**src/rtl/pas_pkg.sv**
```systemverilog
// shared types and constants for the priority access scheduler
`timescale 1ns / 1ps
`default_nettype none

package pas_pkg;

   // default sizing of the scheduler
   localparam int DEF_AGENTS        = 16;
   localparam int DEF_PRIORITY_BITS = 16;

   // fixed field widths of the request and response channels
   localparam int OP_W        = 2;
   localparam int ID_W        = 4;
   localparam int NEW_PRIO_W  = 16;
   localparam int AGENT_OUT_W = 4;
   localparam int COUNT_W     = 5;
   localparam int WAIT_MAX    = (2 ** COUNT_W) - 1;

   // request operation codes
   typedef enum logic [OP_W-1:0] {
      OP_REQUEST  = 2'd0,
      OP_RELEASE  = 2'd1,
      OP_SET_PRIO = 2'd2,
      OP_SCHEDULE = 2'd3
   } op_type;

   // sequencer states, one-hot
   typedef enum logic [1:0] {
      ST_IDLE = 2'b01,
      ST_SCAN = 2'b10
   } state_type;

endpackage

`default_nettype wire

```
**src/rtl/pas_ram.sv**
```systemverilog
// generic single write port, single read port ram with registered read
`timescale 1ns / 1ps
`default_nettype none

module pas_ram #(
   parameter int WIDTH = 16,
   parameter int DEPTH = 16
) (
   input  wire logic                     clock,
   input  wire logic                     wr_en,
   input  wire logic [$clog2(DEPTH)-1:0] wr_addr,
   input  wire logic [WIDTH-1:0]         wr_data,
   input  wire logic                     rd_en,
   input  wire logic [$clog2(DEPTH)-1:0] rd_addr,
   output      logic [WIDTH-1:0]         rd_data
);

   logic [WIDTH-1:0] mem_ff [DEPTH];
   logic [WIDTH-1:0] rd_data_ff;

   // write port
   always_ff @(posedge clock) begin
      if (wr_en) begin
         mem_ff[wr_addr] <= wr_data;
      end
   end

   // registered read port
   always_ff @(posedge clock) begin
      if (rd_en) begin
         rd_data_ff <= mem_ff[rd_addr];
      end
   end

   assign rd_data = rd_data_ff;

endmodule

`default_nettype wire

```
**src/rtl/priority_access_scheduler.sv**
```systemverilog
// top level of the priority access scheduler
//
// Exclusive-access scheduler. Each request carries an operation, an agent id
// and a priority. Request, release and set priority update the pending set,
// the age ranks or the priority store, and the response is presented on the
// cycle after the request is accepted; these requests can be accepted on
// every cycle while the response side keeps up.
// A schedule request that can grant walks all AGENTS entries of the priority
// ram, one per cycle, through one shared compare unit that keeps the best
// candidate (higher priority wins, equal priority goes to the older request).
// The response is loaded once the last entry has been compared, and no new
// request is taken until the walk has ended; the entries are read one at a
// time through the single ram read port.
// A schedule request that cannot grant answers on the cycle after acceptance.
// Both channels use valid and stall. The response register is a stage of its
// own: a new request is taken while the response is still held, unless the
// response is stalled. req_stall is high during a walk.
// Reset (synchronous) clears the pending set, the grant holder and the valid
// bits of the priority store, so every priority reads zero until written.
`timescale 1ns / 1ps
`default_nettype none

module priority_access_scheduler #(
   parameter int AGENTS        = pas_pkg::DEF_AGENTS,
   parameter int PRIORITY_BITS = pas_pkg::DEF_PRIORITY_BITS
) (
   input  wire logic                                   clock,
   input  wire logic                                   reset,
   // request channel
   input  wire logic                                   req_valid,
   output      logic                                   req_stall,
   input  wire logic [pas_pkg::OP_W-1:0]               req_operation,
   input  wire logic [pas_pkg::ID_W-1:0]               req_agent_id,
   input  wire logic signed [pas_pkg::NEW_PRIO_W-1:0]  req_new_priority,
   // response channel
   output      logic                                   rsp_valid,
   input  wire logic                                   rsp_stall,
   output      logic                                   rsp_granted,
   output      logic [pas_pkg::AGENT_OUT_W-1:0]        rsp_granted_agent,
   output      logic                                   rsp_busy_res,
   output      logic [pas_pkg::AGENT_OUT_W-1:0]        rsp_holder_agent,
   output      logic [pas_pkg::COUNT_W-1:0]            rsp_waiting_count
);

   localparam int AGENT_W = $clog2(AGENTS);
   localparam int CNT_W   = $clog2(AGENTS + 1);
   localparam int IDX_W   = (AGENT_W > pas_pkg::AGENT_OUT_W) ? AGENT_W : pas_pkg::AGENT_OUT_W;
   localparam logic signed [63:0] PRIO_MAX = (64'sd1 <<< (PRIORITY_BITS - 1)) - 64'sd1;
   localparam logic signed [63:0] PRIO_MIN = -PRIO_MAX - 64'sd1;

   // sequencer and scheduler state
   pas_pkg::state_type state_ff, state_in;
   logic [AGENTS-1:0]  pend_ff, pend_in;
   logic [CNT_W-1:0]   pend_cnt_ff, pend_cnt_in;
   logic [AGENT_W-1:0] rank_ff [AGENTS];
   logic [AGENT_W-1:0] rank_in [AGENTS];
   logic [AGENTS-1:0]  prio_vld_ff, prio_vld_in;
   logic               hold_vld_ff, hold_vld_in;
   logic [AGENT_W-1:0] hold_idx_ff, hold_idx_in;

   // walk counters and best candidate
   logic [CNT_W-1:0]           scan_idx_ff, scan_idx_in;
   logic                       cmp_vld_ff, cmp_vld_in;
   logic [AGENT_W-1:0]         cmp_idx_ff, cmp_idx_in;
   logic                       best_have_ff, best_have_in;
   logic [AGENT_W-1:0]         best_idx_ff, best_idx_in;
   logic signed [PRIORITY_BITS-1:0] best_prio_ff, best_prio_in;
   logic [AGENT_W-1:0]         best_rank_ff, best_rank_in;

   // response register
   logic                            rsp_valid_ff, rsp_valid_in;
   logic                            rsp_granted_ff, rsp_granted_in;
   logic [pas_pkg::AGENT_OUT_W-1:0] rsp_gagent_ff, rsp_gagent_in;
   logic                            rsp_busy_ff, rsp_busy_in;
   logic [pas_pkg::AGENT_OUT_W-1:0] rsp_holder_ff, rsp_holder_in;
   logic [pas_pkg::COUNT_W-1:0]     rsp_wait_ff, rsp_wait_in;
   logic                            load_rsp;

   // request decode
   logic                      req_take;
   pas_pkg::op_type           op;
   logic                      id_ok;
   logic [IDX_W-1:0]          id_wide;
   logic [AGENT_W-1:0]        agent_idx;
   logic signed [63:0]        np_ext;
   logic signed [63:0]        np_sat;
   logic [PRIORITY_BITS-1:0]  prio_wr;

   // priority ram
   logic                      ram_wr_en;
   logic                      ram_rd_en;
   logic [PRIORITY_BITS-1:0]  ram_rd_data;

   // shared compare unit
   logic signed [PRIORITY_BITS-1:0] cand_prio;
   logic [AGENT_W-1:0]              cand_rank;
   logic                            cand_take;
   logic [AGENT_W-1:0]              win_idx;
   logic                            scan_done;

   // drop of an agent from the pending set
   logic               drop_en;
   logic [AGENT_W-1:0] drop_idx;
   logic [AGENT_W-1:0] drop_rank;

   // narrowing of agent indices to the response width
   logic               granted_now;
   logic [IDX_W-1:0]   win_wide;
   logic [IDX_W-1:0]   hold_wide;

   assign req_stall = (state_ff != pas_pkg::ST_IDLE) || (rsp_valid_ff && rsp_stall);
   assign req_take  = req_valid && !req_stall;
   assign op        = pas_pkg::op_type'(req_operation);
   assign id_wide   = IDX_W'(req_agent_id);
   assign agent_idx = id_wide[AGENT_W-1:0];
   assign id_ok     = (32'(req_agent_id) < AGENTS);

   // saturate the incoming priority to the stored width
   assign np_ext  = 64'(req_new_priority);
   assign np_sat  = (np_ext > PRIO_MAX) ? PRIO_MAX : ((np_ext < PRIO_MIN) ? PRIO_MIN : np_ext);
   assign prio_wr = np_sat[PRIORITY_BITS-1:0];

   pas_ram #(
      .WIDTH (PRIORITY_BITS),
      .DEPTH (AGENTS)
   ) u_prio_ram (
      .clock   (clock),
      .wr_en   (ram_wr_en),
      .wr_addr (agent_idx),
      .wr_data (prio_wr),
      .rd_en   (ram_rd_en),
      .rd_addr (scan_idx_ff[AGENT_W-1:0]),
      .rd_data (ram_rd_data)
   );

   // compare the candidate read last cycle against the best so far
   assign cand_prio = prio_vld_ff[cmp_idx_ff] ? signed'(ram_rd_data) : '0;
   assign cand_rank = rank_ff[cmp_idx_ff];
   assign cand_take = cmp_vld_ff && pend_ff[cmp_idx_ff] &&
                      (!best_have_ff || (cand_prio > best_prio_ff) ||
                       ((cand_prio == best_prio_ff) && (cand_rank < best_rank_ff)));
   assign win_idx   = cand_take ? cmp_idx_ff : best_idx_ff;
   assign scan_done = (state_ff == pas_pkg::ST_SCAN) && cmp_vld_ff &&
                      (cmp_idx_ff == AGENT_W'(AGENTS - 1));

   // sequencer and state update
   always_comb begin
      state_in     = state_ff;
      pend_in      = pend_ff;
      pend_cnt_in  = pend_cnt_ff;
      rank_in      = rank_ff;
      prio_vld_in  = prio_vld_ff;
      hold_vld_in  = hold_vld_ff;
      hold_idx_in  = hold_idx_ff;
      scan_idx_in  = scan_idx_ff;
      cmp_vld_in   = cmp_vld_ff;
      cmp_idx_in   = cmp_idx_ff;
      best_have_in = best_have_ff;
      best_idx_in  = best_idx_ff;
      best_prio_in = best_prio_ff;
      best_rank_in = best_rank_ff;
      ram_wr_en    = 1'b0;
      ram_rd_en    = 1'b0;
      drop_en      = 1'b0;
      drop_idx     = '0;
      load_rsp     = 1'b0;
      granted_now  = 1'b0;

      unique case (state_ff)
         pas_pkg::ST_IDLE: begin
            if (req_take) begin
               unique case (op)
                  pas_pkg::OP_REQUEST: begin
                     load_rsp = 1'b1;
                     if (id_ok) begin
                        // a new waiter becomes the youngest
                        if (!pend_ff[agent_idx]) begin
                           pend_in[agent_idx] = 1'b1;
                           rank_in[agent_idx] = AGENT_W'(pend_cnt_ff);
                           pend_cnt_in        = pend_cnt_ff + 1'b1;
                        end
                        if (hold_vld_ff && (hold_idx_ff == agent_idx)) begin
                           hold_vld_in = 1'b0;
                           hold_idx_in = '0;
                        end
                     end
                  end
                  pas_pkg::OP_RELEASE: begin
                     load_rsp = 1'b1;
                     if (id_ok) begin
                        if (pend_ff[agent_idx]) begin
                           drop_en  = 1'b1;
                           drop_idx = agent_idx;
                        end
                        if (hold_vld_ff && (hold_idx_ff == agent_idx)) begin
                           hold_vld_in = 1'b0;
                           hold_idx_in = '0;
                        end
                     end
                  end
                  pas_pkg::OP_SET_PRIO: begin
                     load_rsp = 1'b1;
                     if (id_ok) begin
                        ram_wr_en              = 1'b1;
                        prio_vld_in[agent_idx] = 1'b1;
                     end
                  end
                  pas_pkg::OP_SCHEDULE: begin
                     if (!hold_vld_ff && (pend_cnt_ff != '0)) begin
                        state_in     = pas_pkg::ST_SCAN;
                        scan_idx_in  = '0;
                        cmp_vld_in   = 1'b0;
                        best_have_in = 1'b0;
                     end else begin
                        load_rsp = 1'b1;
                     end
                  end
                  default: begin
                     load_rsp = 1'b1;
                  end
               endcase
            end
         end
         pas_pkg::ST_SCAN: begin
            // issue the next priority read
            if (32'(scan_idx_ff) < AGENTS) begin
               ram_rd_en   = 1'b1;
               cmp_vld_in  = 1'b1;
               cmp_idx_in  = scan_idx_ff[AGENT_W-1:0];
               scan_idx_in = scan_idx_ff + 1'b1;
            end else begin
               cmp_vld_in = 1'b0;
            end
            // keep the best candidate
            if (cand_take) begin
               best_have_in = 1'b1;
               best_idx_in  = cmp_idx_ff;
               best_prio_in = cand_prio;
               best_rank_in = cand_rank;
            end
            // grant the winner once the last agent is compared
            if (scan_done) begin
               drop_en     = 1'b1;
               drop_idx    = win_idx;
               hold_vld_in = 1'b1;
               hold_idx_in = win_idx;
               granted_now = 1'b1;
               load_rsp    = 1'b1;
               cmp_vld_in  = 1'b0;
               state_in    = pas_pkg::ST_IDLE;
            end
         end
         default: begin
            state_in = pas_pkg::ST_IDLE;
         end
      endcase

      // remove an agent and close the gap in the age ranks
      drop_rank = rank_ff[drop_idx];
      if (drop_en) begin
         for (int j = 0; j < AGENTS; j++) begin
            if (pend_ff[j] && (rank_ff[j] > drop_rank)) begin
               rank_in[j] = rank_ff[j] - 1'b1;
            end
         end
         pend_in[drop_idx] = 1'b0;
         pend_cnt_in       = pend_cnt_ff - 1'b1;
      end
   end

   // response contents, taken from the state after the request
   assign win_wide  = IDX_W'(win_idx);
   assign hold_wide = IDX_W'(hold_idx_in);

   always_comb begin
      rsp_granted_in = granted_now;
      rsp_gagent_in  = granted_now ? win_wide[pas_pkg::AGENT_OUT_W-1:0] : '0;
      rsp_busy_in    = hold_vld_in;
      rsp_holder_in  = hold_vld_in ? hold_wide[pas_pkg::AGENT_OUT_W-1:0] : '0;
      rsp_wait_in    = (32'(pend_cnt_in) > pas_pkg::WAIT_MAX) ?
                       pas_pkg::COUNT_W'(pas_pkg::WAIT_MAX) : pas_pkg::COUNT_W'(pend_cnt_in);
      if (load_rsp) begin
         rsp_valid_in = 1'b1;
      end else if (rsp_valid_ff && !rsp_stall) begin
         rsp_valid_in = 1'b0;
      end else begin
         rsp_valid_in = rsp_valid_ff;
      end
   end

   // control registers
   always_ff @(posedge clock) begin
      if (reset) begin
         state_ff     <= pas_pkg::ST_IDLE;
         pend_ff      <= '0;
         pend_cnt_ff  <= '0;
         prio_vld_ff  <= '0;
         hold_vld_ff  <= 1'b0;
         hold_idx_ff  <= '0;
         cmp_vld_ff   <= 1'b0;
         best_have_ff <= 1'b0;
         rsp_valid_ff <= 1'b0;
      end else begin
         state_ff     <= state_in;
         pend_ff      <= pend_in;
         pend_cnt_ff  <= pend_cnt_in;
         prio_vld_ff  <= prio_vld_in;
         hold_vld_ff  <= hold_vld_in;
         hold_idx_ff  <= hold_idx_in;
         cmp_vld_ff   <= cmp_vld_in;
         best_have_ff <= best_have_in;
         rsp_valid_ff <= rsp_valid_in;
      end
   end

   // payload registers
   always_ff @(posedge clock) begin
      rank_ff      <= rank_in;
      scan_idx_ff  <= scan_idx_in;
      cmp_idx_ff   <= cmp_idx_in;
      best_idx_ff  <= best_idx_in;
      best_prio_ff <= best_prio_in;
      best_rank_ff <= best_rank_in;
      if (load_rsp) begin
         rsp_granted_ff <= rsp_granted_in;
         rsp_gagent_ff  <= rsp_gagent_in;
         rsp_busy_ff    <= rsp_busy_in;
         rsp_holder_ff  <= rsp_holder_in;
         rsp_wait_ff    <= rsp_wait_in;
      end
   end

   assign rsp_valid         = rsp_valid_ff;
   assign rsp_granted       = rsp_granted_ff;
   assign rsp_granted_agent = rsp_gagent_ff;
   assign rsp_busy_res      = rsp_busy_ff;
   assign rsp_holder_agent  = rsp_holder_ff;
   assign rsp_waiting_count = rsp_wait_ff;

   // the grant holder is never also waiting
   assert property (@(posedge clock) disable iff (reset)
      hold_vld_ff |-> !pend_ff[hold_idx_ff])
      else $error("grant holder still marked pending");

   // the waiting count tracks the pending set
   assert property (@(posedge clock) disable iff (reset)
      32'(pend_cnt_ff) == $countones(pend_ff))
      else $error("pending count out of step with pending set");

   // a granting response reports the new holder as busy
   assert property (@(posedge clock) disable iff (reset)
      (rsp_valid_ff && rsp_granted_ff) |-> (rsp_busy_ff && (rsp_holder_ff == rsp_gagent_ff)))
      else $error("grant response does not show the granted agent as holder");

   // a walk is only started when no grant is held
   assert property (@(posedge clock) disable iff (reset)
      (state_ff == pas_pkg::ST_SCAN) |-> !hold_vld_ff)
      else $error("schedule walk running while grant is held");

endmodule

`default_nettype wire
```
**config.mk**
```make
export PLATFORM = sky130hd
export DESIGN_NAME = priority_access_scheduler
export DESIGN_NICKNAME = d
export VERILOG_FILES = /design/src/rtl/pas_pkg.sv /design/src/rtl/pas_ram.sv /design/src/rtl/priority_access_scheduler.sv
export SDC_FILE = /design/constraint.sdc
export NUM_CORES = 1
export LEC_CHECK = 0
export BUFFER_PORTS_ARGS = -buffer_cell sky130_fd_sc_hd__buf_4
export CAP_MARGIN = 20
export CELL_PAD_IN_SITES_DETAIL_PLACEMENT = 2
export CELL_PAD_IN_SITES_GLOBAL_PLACEMENT = 2
export CORE_AREA = 2 2 246 248
export DETAILED_ROUTE_END_ITERATION = 6
export DIE_AREA = 0 0 248 250
export GPL_TIMING_DRIVEN = 0
export PLACE_DENSITY = 0.72
export SYNTH_ARGS = -nofsm -noshare
export SYNTH_HDL_FRONTEND = slang
export SYNTH_SLANG_ARGS = --single-unit
```
**constraint.sdc**
```tcl
create_clock -name clock -period 8.09 [get_ports clock]
set_input_delay 0.809 -clock clock [delete_from_list [all_inputs] [get_ports clock]]
set_output_delay 0.809 -clock clock [all_outputs]
set_load 0.02 [all_outputs]
```
======== After elaboration in Yosys (flattened, before gate mapping) ========
Memories as Yosys holds them, arrays and structs flattened. A register that Yosys moved wholly into a read port is not among the register bits.
Cells that the tools add are included.
storage, ports and cells
  register bits after elaboration ......... 159
  memory bits (writable) .................. 256
  input port bits ......................... 26
  output and inout bits ................... 17
  logic and storage cells ................. 261
  memories kept ........................... 1
memories
  name               words  width  read ports  clocked after memory_dff  write ports  RTL line       text
  u_prio_ram.mem_ff  16     16     1           1                         1            pas_ram.sv:18  logic [WIDTH-1:0] mem_ff [DEPTH];
operators by class
  $add $sub $neg .......................... 19
  order comparisons ....................... 30
  eq/ne operators ......................... 15
  mux-type cells .......................... 105
  bitwise operators ....................... 7
  reduce and logical (&&, ||, !) cells .... 49
operator list
  kind                                                        count
  2-to-1 mux 64 bit                                           5
  2-to-1 mux 16 bit                                           8
  2-to-1 mux 4 bit                                            30
  bitwise mux 64 bit                                          1
  > comparator 4 bit                                          16
  subtractor 4 x 1 -> 4 bit, second input constant            16
  2-to-1 mux 5 bit                                            9
  binary-select mux 4 bit (select 4 bit)                      2
  bitwise OR 16 bit                                           2
  2-to-1 mux 1 bit                                            30
  logical AND 1 bit                                           29
  AND 16 bit                                                  1
  demux 4 bit (select 4 bit)                                  1
  equality test 16 bit                                        1
  > comparator 16 bit                                         1
  > comparator 16 bit, second input constant                  1
  less-than comparator 16 bit, second input constant          1
  NOT 16 bit                                                  1
  one-hot mux 4 bit (2 select lines)                          2
  >= comparator 5 bit, second input constant                  3
  less-than comparator 4 x 5 -> 1 bit, second input constant  3
  NOT 4 -> 5 bit                                              3
  binary-select mux 1 bit (select 4 bit)                      3
  one-hot mux 1 bit (2 select lines)                          6
  other kinds (27)                                            50

======== Depth between registers and ports, before layout ========
  word-level depth ........................ 19
  mapped depth ............................ 28
  gate-level depth less buffers ........... 22

======== By module ========
From an unflattened synthesis, not the netlist that was laid out.
second synthesis, totals
  cell total of the unflattened synthesis .. 1,582
  area, all modules ....................... 20,632.3 um^2
modules (own cells, without submodules)
  module                     times used  cells each  area an instance (um^2)  seq. area each (um^2)
  priority_access_scheduler  1           1,150       10,428.8                 3,663.5
  pas_ram                    1           432         10,203.5                 8,167.8

======== Least setup slack after synthesis ========
OpenSTA, ideal clock, no wires.
  path type ............................... register to register
  start ................................... reg cmp_idx_ff[0]
  end ..................................... reg rank_ff[62] in the netlist's numbering
  setup time .............................. 0.132 ns
  data arrival time ....................... 6.710 ns
  required time ........................... 7.958 ns
  setup slack ............................. 1.248 ns
  cell stages (with the launch flop) ...... 23
  path buffers ............................ 4
  clock period less this slack ............ 6.842 ns
  path through ............................ edfxtp_1 > buf_6 > buf_6 > buf_1 > mux4_2 > mux4_2 > ha_1 > o21a_1 > o21a_1 > a2111oi_0 > nor3_2 > nor2_4 > o221ai_2 > and2_4 > buf_6 > a22o_1 > a311oi_1 > ha_1 > o21a_1 > o21a_1 > o2111a_1 > a211oi_1 > a311oi_1
RTL lines
  what                    RTL line                          text
  start, declared         priority_access_scheduler.sv:64   logic [AGENT_W-1:0] cmp_idx_ff, cmp_idx_in;
  start signal, assigned  priority_access_scheduler.sv:320  cmp_idx_ff <= cmp_idx_in;
  end signal, assigned    priority_access_scheduler.sv:318  rank_ff <= rank_in;
  end, declared           priority_access_scheduler.sv:55   logic [AGENT_W-1:0] rank_ff [AGENTS];

==> results.json <==
{
  "clockRootBuffer": "clkbuf_16",
  "globalplace.congestion": 0.859,
  "overflow": 0,
  "p_seq_frac": 0.471,
  "whs_ns": 0.469,
  "grt.total_usage": 0.229,
  "period_minus_slack_ns": 7.69,
  "place_inst": 2325,
  "cts_sinks": 431,
  "fin_nets": 1731,
  "crit_path_top_delay_cell": "mux4_2",
  "final_common_cell": "edfxtp_1",
  "drv_slew": 0,
  "p_clk_frac": 0.399,
  "max_clock_freq_mhz": 130,
  "cts_max_level": 2,
  "holdPathEnd": "rsp_valid",
  "ys_ff_latch": 431,
  "cp.arrival_ns": 8.15,
  "placed_area_mm2": 0.0223,
  "crit_type": "flip-flop to flip-flop",
  "ff2ff_path_depth": 28,
  "rsz0062_at_grt": "false",
  "power_density_mw_per_mm2": 228,
  "clk_latency_ns": 0.61,
  "antenna_found_initial": 1,
  "rows": 90,
  "synth_edf_count": 320,
  "grt_first_pass_wirelength_um": 104000,
  "ios": 43,
  "tns_ns": 0,
  "vias": 14000,
  "crit_fanout": 10,
  "p_int_mw": 4.00,
  "start_kind": "flip-flop",
  "layout.cells.non_filler": 2423,
  "drive_above_1_share": 0.186,
  "antenna_left": 0,
  "drv_cap": 0,
  "cts_tree": "built",
  "hold_violations": 0,
  "yosysUniqueCellTypes": 67,
  "critPathMaxStageDelay_ns": 0.59,
  "path_delay_family": "simple AND/OR/NAND/NOR gates",
  "regToRegSetupSlack_ns": 0.40,
  "cts_hold_buf": 0,
  "core_mm2": 0.0596,
  "synthArstFlopShare": 0,
  "synth_warnings": 0,
  "p_leak_nw": 8.57,
  "portBuffers": 25,
  "switching_share": 0.267,
  "final_core_util": 0.402,
  "drt_pass1_iterations": 5,
  "routed_via_density": 5.78,
  "numCtsBuffers": 48,
  "min_path_cells": 3,
  "tightest_slew_ns": 1.13,
  "clk_pin_slew_ns": 0.07,
  "finClkSkew_ns": 0.0246,
  "end_kind": "flip-flop",
  "syn_inst": 1488,
  "area_growth_pct": 16.7,
  "worstHoldStart": "rsp_stall",
  "maxSlewHeadroom": 0.245,
  "grt_pass1_vias": 15400,
  "die_w_um": 248,
  "syn_avg_cell_area_um2": 13.8,
  "final_cell_mix": "320 x edfxtp_1, 119 x nor2_1, 111 x dfxtp_1",
  "synthFlopType": "edfxtp_1",
  "grt_max_degree": 21,
  "period_share": 0.951,
  "worst_r2r_endpoint": "rank_ff[26]",
  "drtIter0Drc": 951,
  "synth_nets": 1618,
  "cts_buffer_depth": 3,
  "comb_power_share": 0.130,
  "synth_area_mm2": 0.0205,
  "die_h_um": 250,
  "drc": 0,
  "timing.critical_path.buf_inv": 7,
  "status": "complete, no violations",
  "initial_core_util": 0.345,
  "dieArea_mm2": 0.0620,
  "r2r_start": "cmp_idx_ff[1]",
  "fin_area_mm2": 0.0239,
  "peakVddDrop_mv": 0.195,
  "netSwitchingPower_mw": 1.45,
  "wire_per_inst_um": 28.8,
  "finalSetupViolations": 0,
  "synth_seq_area_share": 0.576,
  "cp.required_ns": 8.55,
  "place_ws_ns": -0.280,
  "power_mw": 5.46,
  "crit_top_cell": "o21a_1",
  "timing.final.ws_setup_ns": 0.397,
  "hold_class": "input pin to flip-flop",
  "dpl.hpwl_um": 50400,
  "wirelength_um": 69700
}
[logic make-up after synthesis]
kind of cell,after synthesis,synth area share
AOI/OAI and AO/OA,310,0.110
xor gates and xnor gates,11,0.00469
adders and majority gates,104,0.0634
buffers and inverters,148,0.0302
DFF,431,0.576
muxes,124,0.130
and+or+nand+nor,360,0.0853
[worst reg2reg max path, delay by kind of cell, from the launching register on]
family	cells	cell delay, ns
and+or+nand+nor	9	2.33
buffers and inverters	7	1.79
AOI/OAI and AO/OA	8	1.57
muxes	2	0.98
adders and majority gates	2	0.56
DFF	1	0.32
[area by class of cell]
class	instances	area, µm²
diodes	1	2.50
plain buffers	81	373
clock buffers	60	1260
clock inverters	29	289
fillers	5911	35600
inverters	67	251
multi-input cells	909	8200
flip-flops and latches	431	11800
well taps	782	978
repair buffers	63	762
[routing by layer]
metal,routed length (µm),track usage,vias up
met5,0,0,-
met4,2110,0.0715,0
met3,2920,0.0339,123
met2,35000,0.391,353
met1,29700,0.298,7442
li1,-,-,6076
[cell usage after synthesis, types with 7 or more instances]
cell type / n / area, µm²
mux4_2: 105 / 2360
ha_1: 104 / 1300
nor2b_1: 27 / 169
dfxtp_1: 111 / 2220
nand4_1: 22 / 138
edfxtp_1: 320 / 9610
a211oi_1: 55 / 413
inv_1: 66 / 248
o2111a_1: 16 / 180
clkbuf_1: 48 / 180
nor2_1: 131 / 492
buf_1: 12 / 45.0
and3_1: 7 / 43.8
a22oi_1: 19 / 143
and2_1: 25 / 156
xnor2_1: 9 / 78.8
nand3_1: 22 / 110
mux4_1: 7 / 184
mux2i_1: 7 / 70.1
a21oi_1: 71 / 355
o21a_1: 37 / 278
a311oi_1: 32 / 280
o31ai_1: 14 / 105
buf_2: 13 / 65.1
nand2_1: 66 / 248
o21ai_0: 34 / 170
nor3_1: 31 / 155
[worst max path at each step]
stage,end,from,slack [ns],depth (start not counted)
global placement,rank_ff[22],cmp_idx_ff[1],-2.29,23
CTS,rank_ff[26],cmp_idx_ff[1],0.13,25
floorplan,rank_ff[62],cmp_idx_ff[0],1.25,22
detailed placement,rank_ff[26],cmp_idx_ff[1],-0.28,26
finish,rank_ff[26],cmp_idx_ff[1],0.40,28
global route,rank_ff[14],cmp_idx_ff[1],0.05,28
[power groups by stage]
stage / clock (mW) / combinational (mW) / sequential, mW
3_5_place_dp: 0 / 0.703 / 2.61
5_1_grt: 2.31 / 0.793 / 2.58
6_report: 2.18 / 0.707 / 2.57
2_1_floorplan: 0 / 0.456 / 2.57
4_1_cts: 2.23 / 0.710 / 2.56
3_3_place_gp: 0 / 0.605 / 2.61
[sequential cells by signal, indices dropped and copies added, names as in the netlist]
register and count:
u_prio_ram.mem_ff 256, rank_ff 64, best_prio_ff 16, pend_ff 16
prio_vld_ff 16, u_prio_ram.rd_data 16, pend_cnt_ff 5, rsp_waiting_count 5
scan_idx_ff 5, best_idx_ff 4, best_rank_ff 4, cmp_idx_ff 4
hold_idx_ff 4, rsp_granted_agent 4, rsp_holder_agent 4, state_ff 2
best_have_ff 1, cmp_vld_ff 1, hold_vld_ff 1, rsp_busy_res 1
rsp_granted 1, rsp_valid 1
[timing repair]
item                                    in CTS  in global routing
resized for setup                            4                  5
pin swaps                                    2                  1
buffers inserted                             1                  2
endpoints found under the setup margin      54                 60
Power figures use the tool's default switching activity.
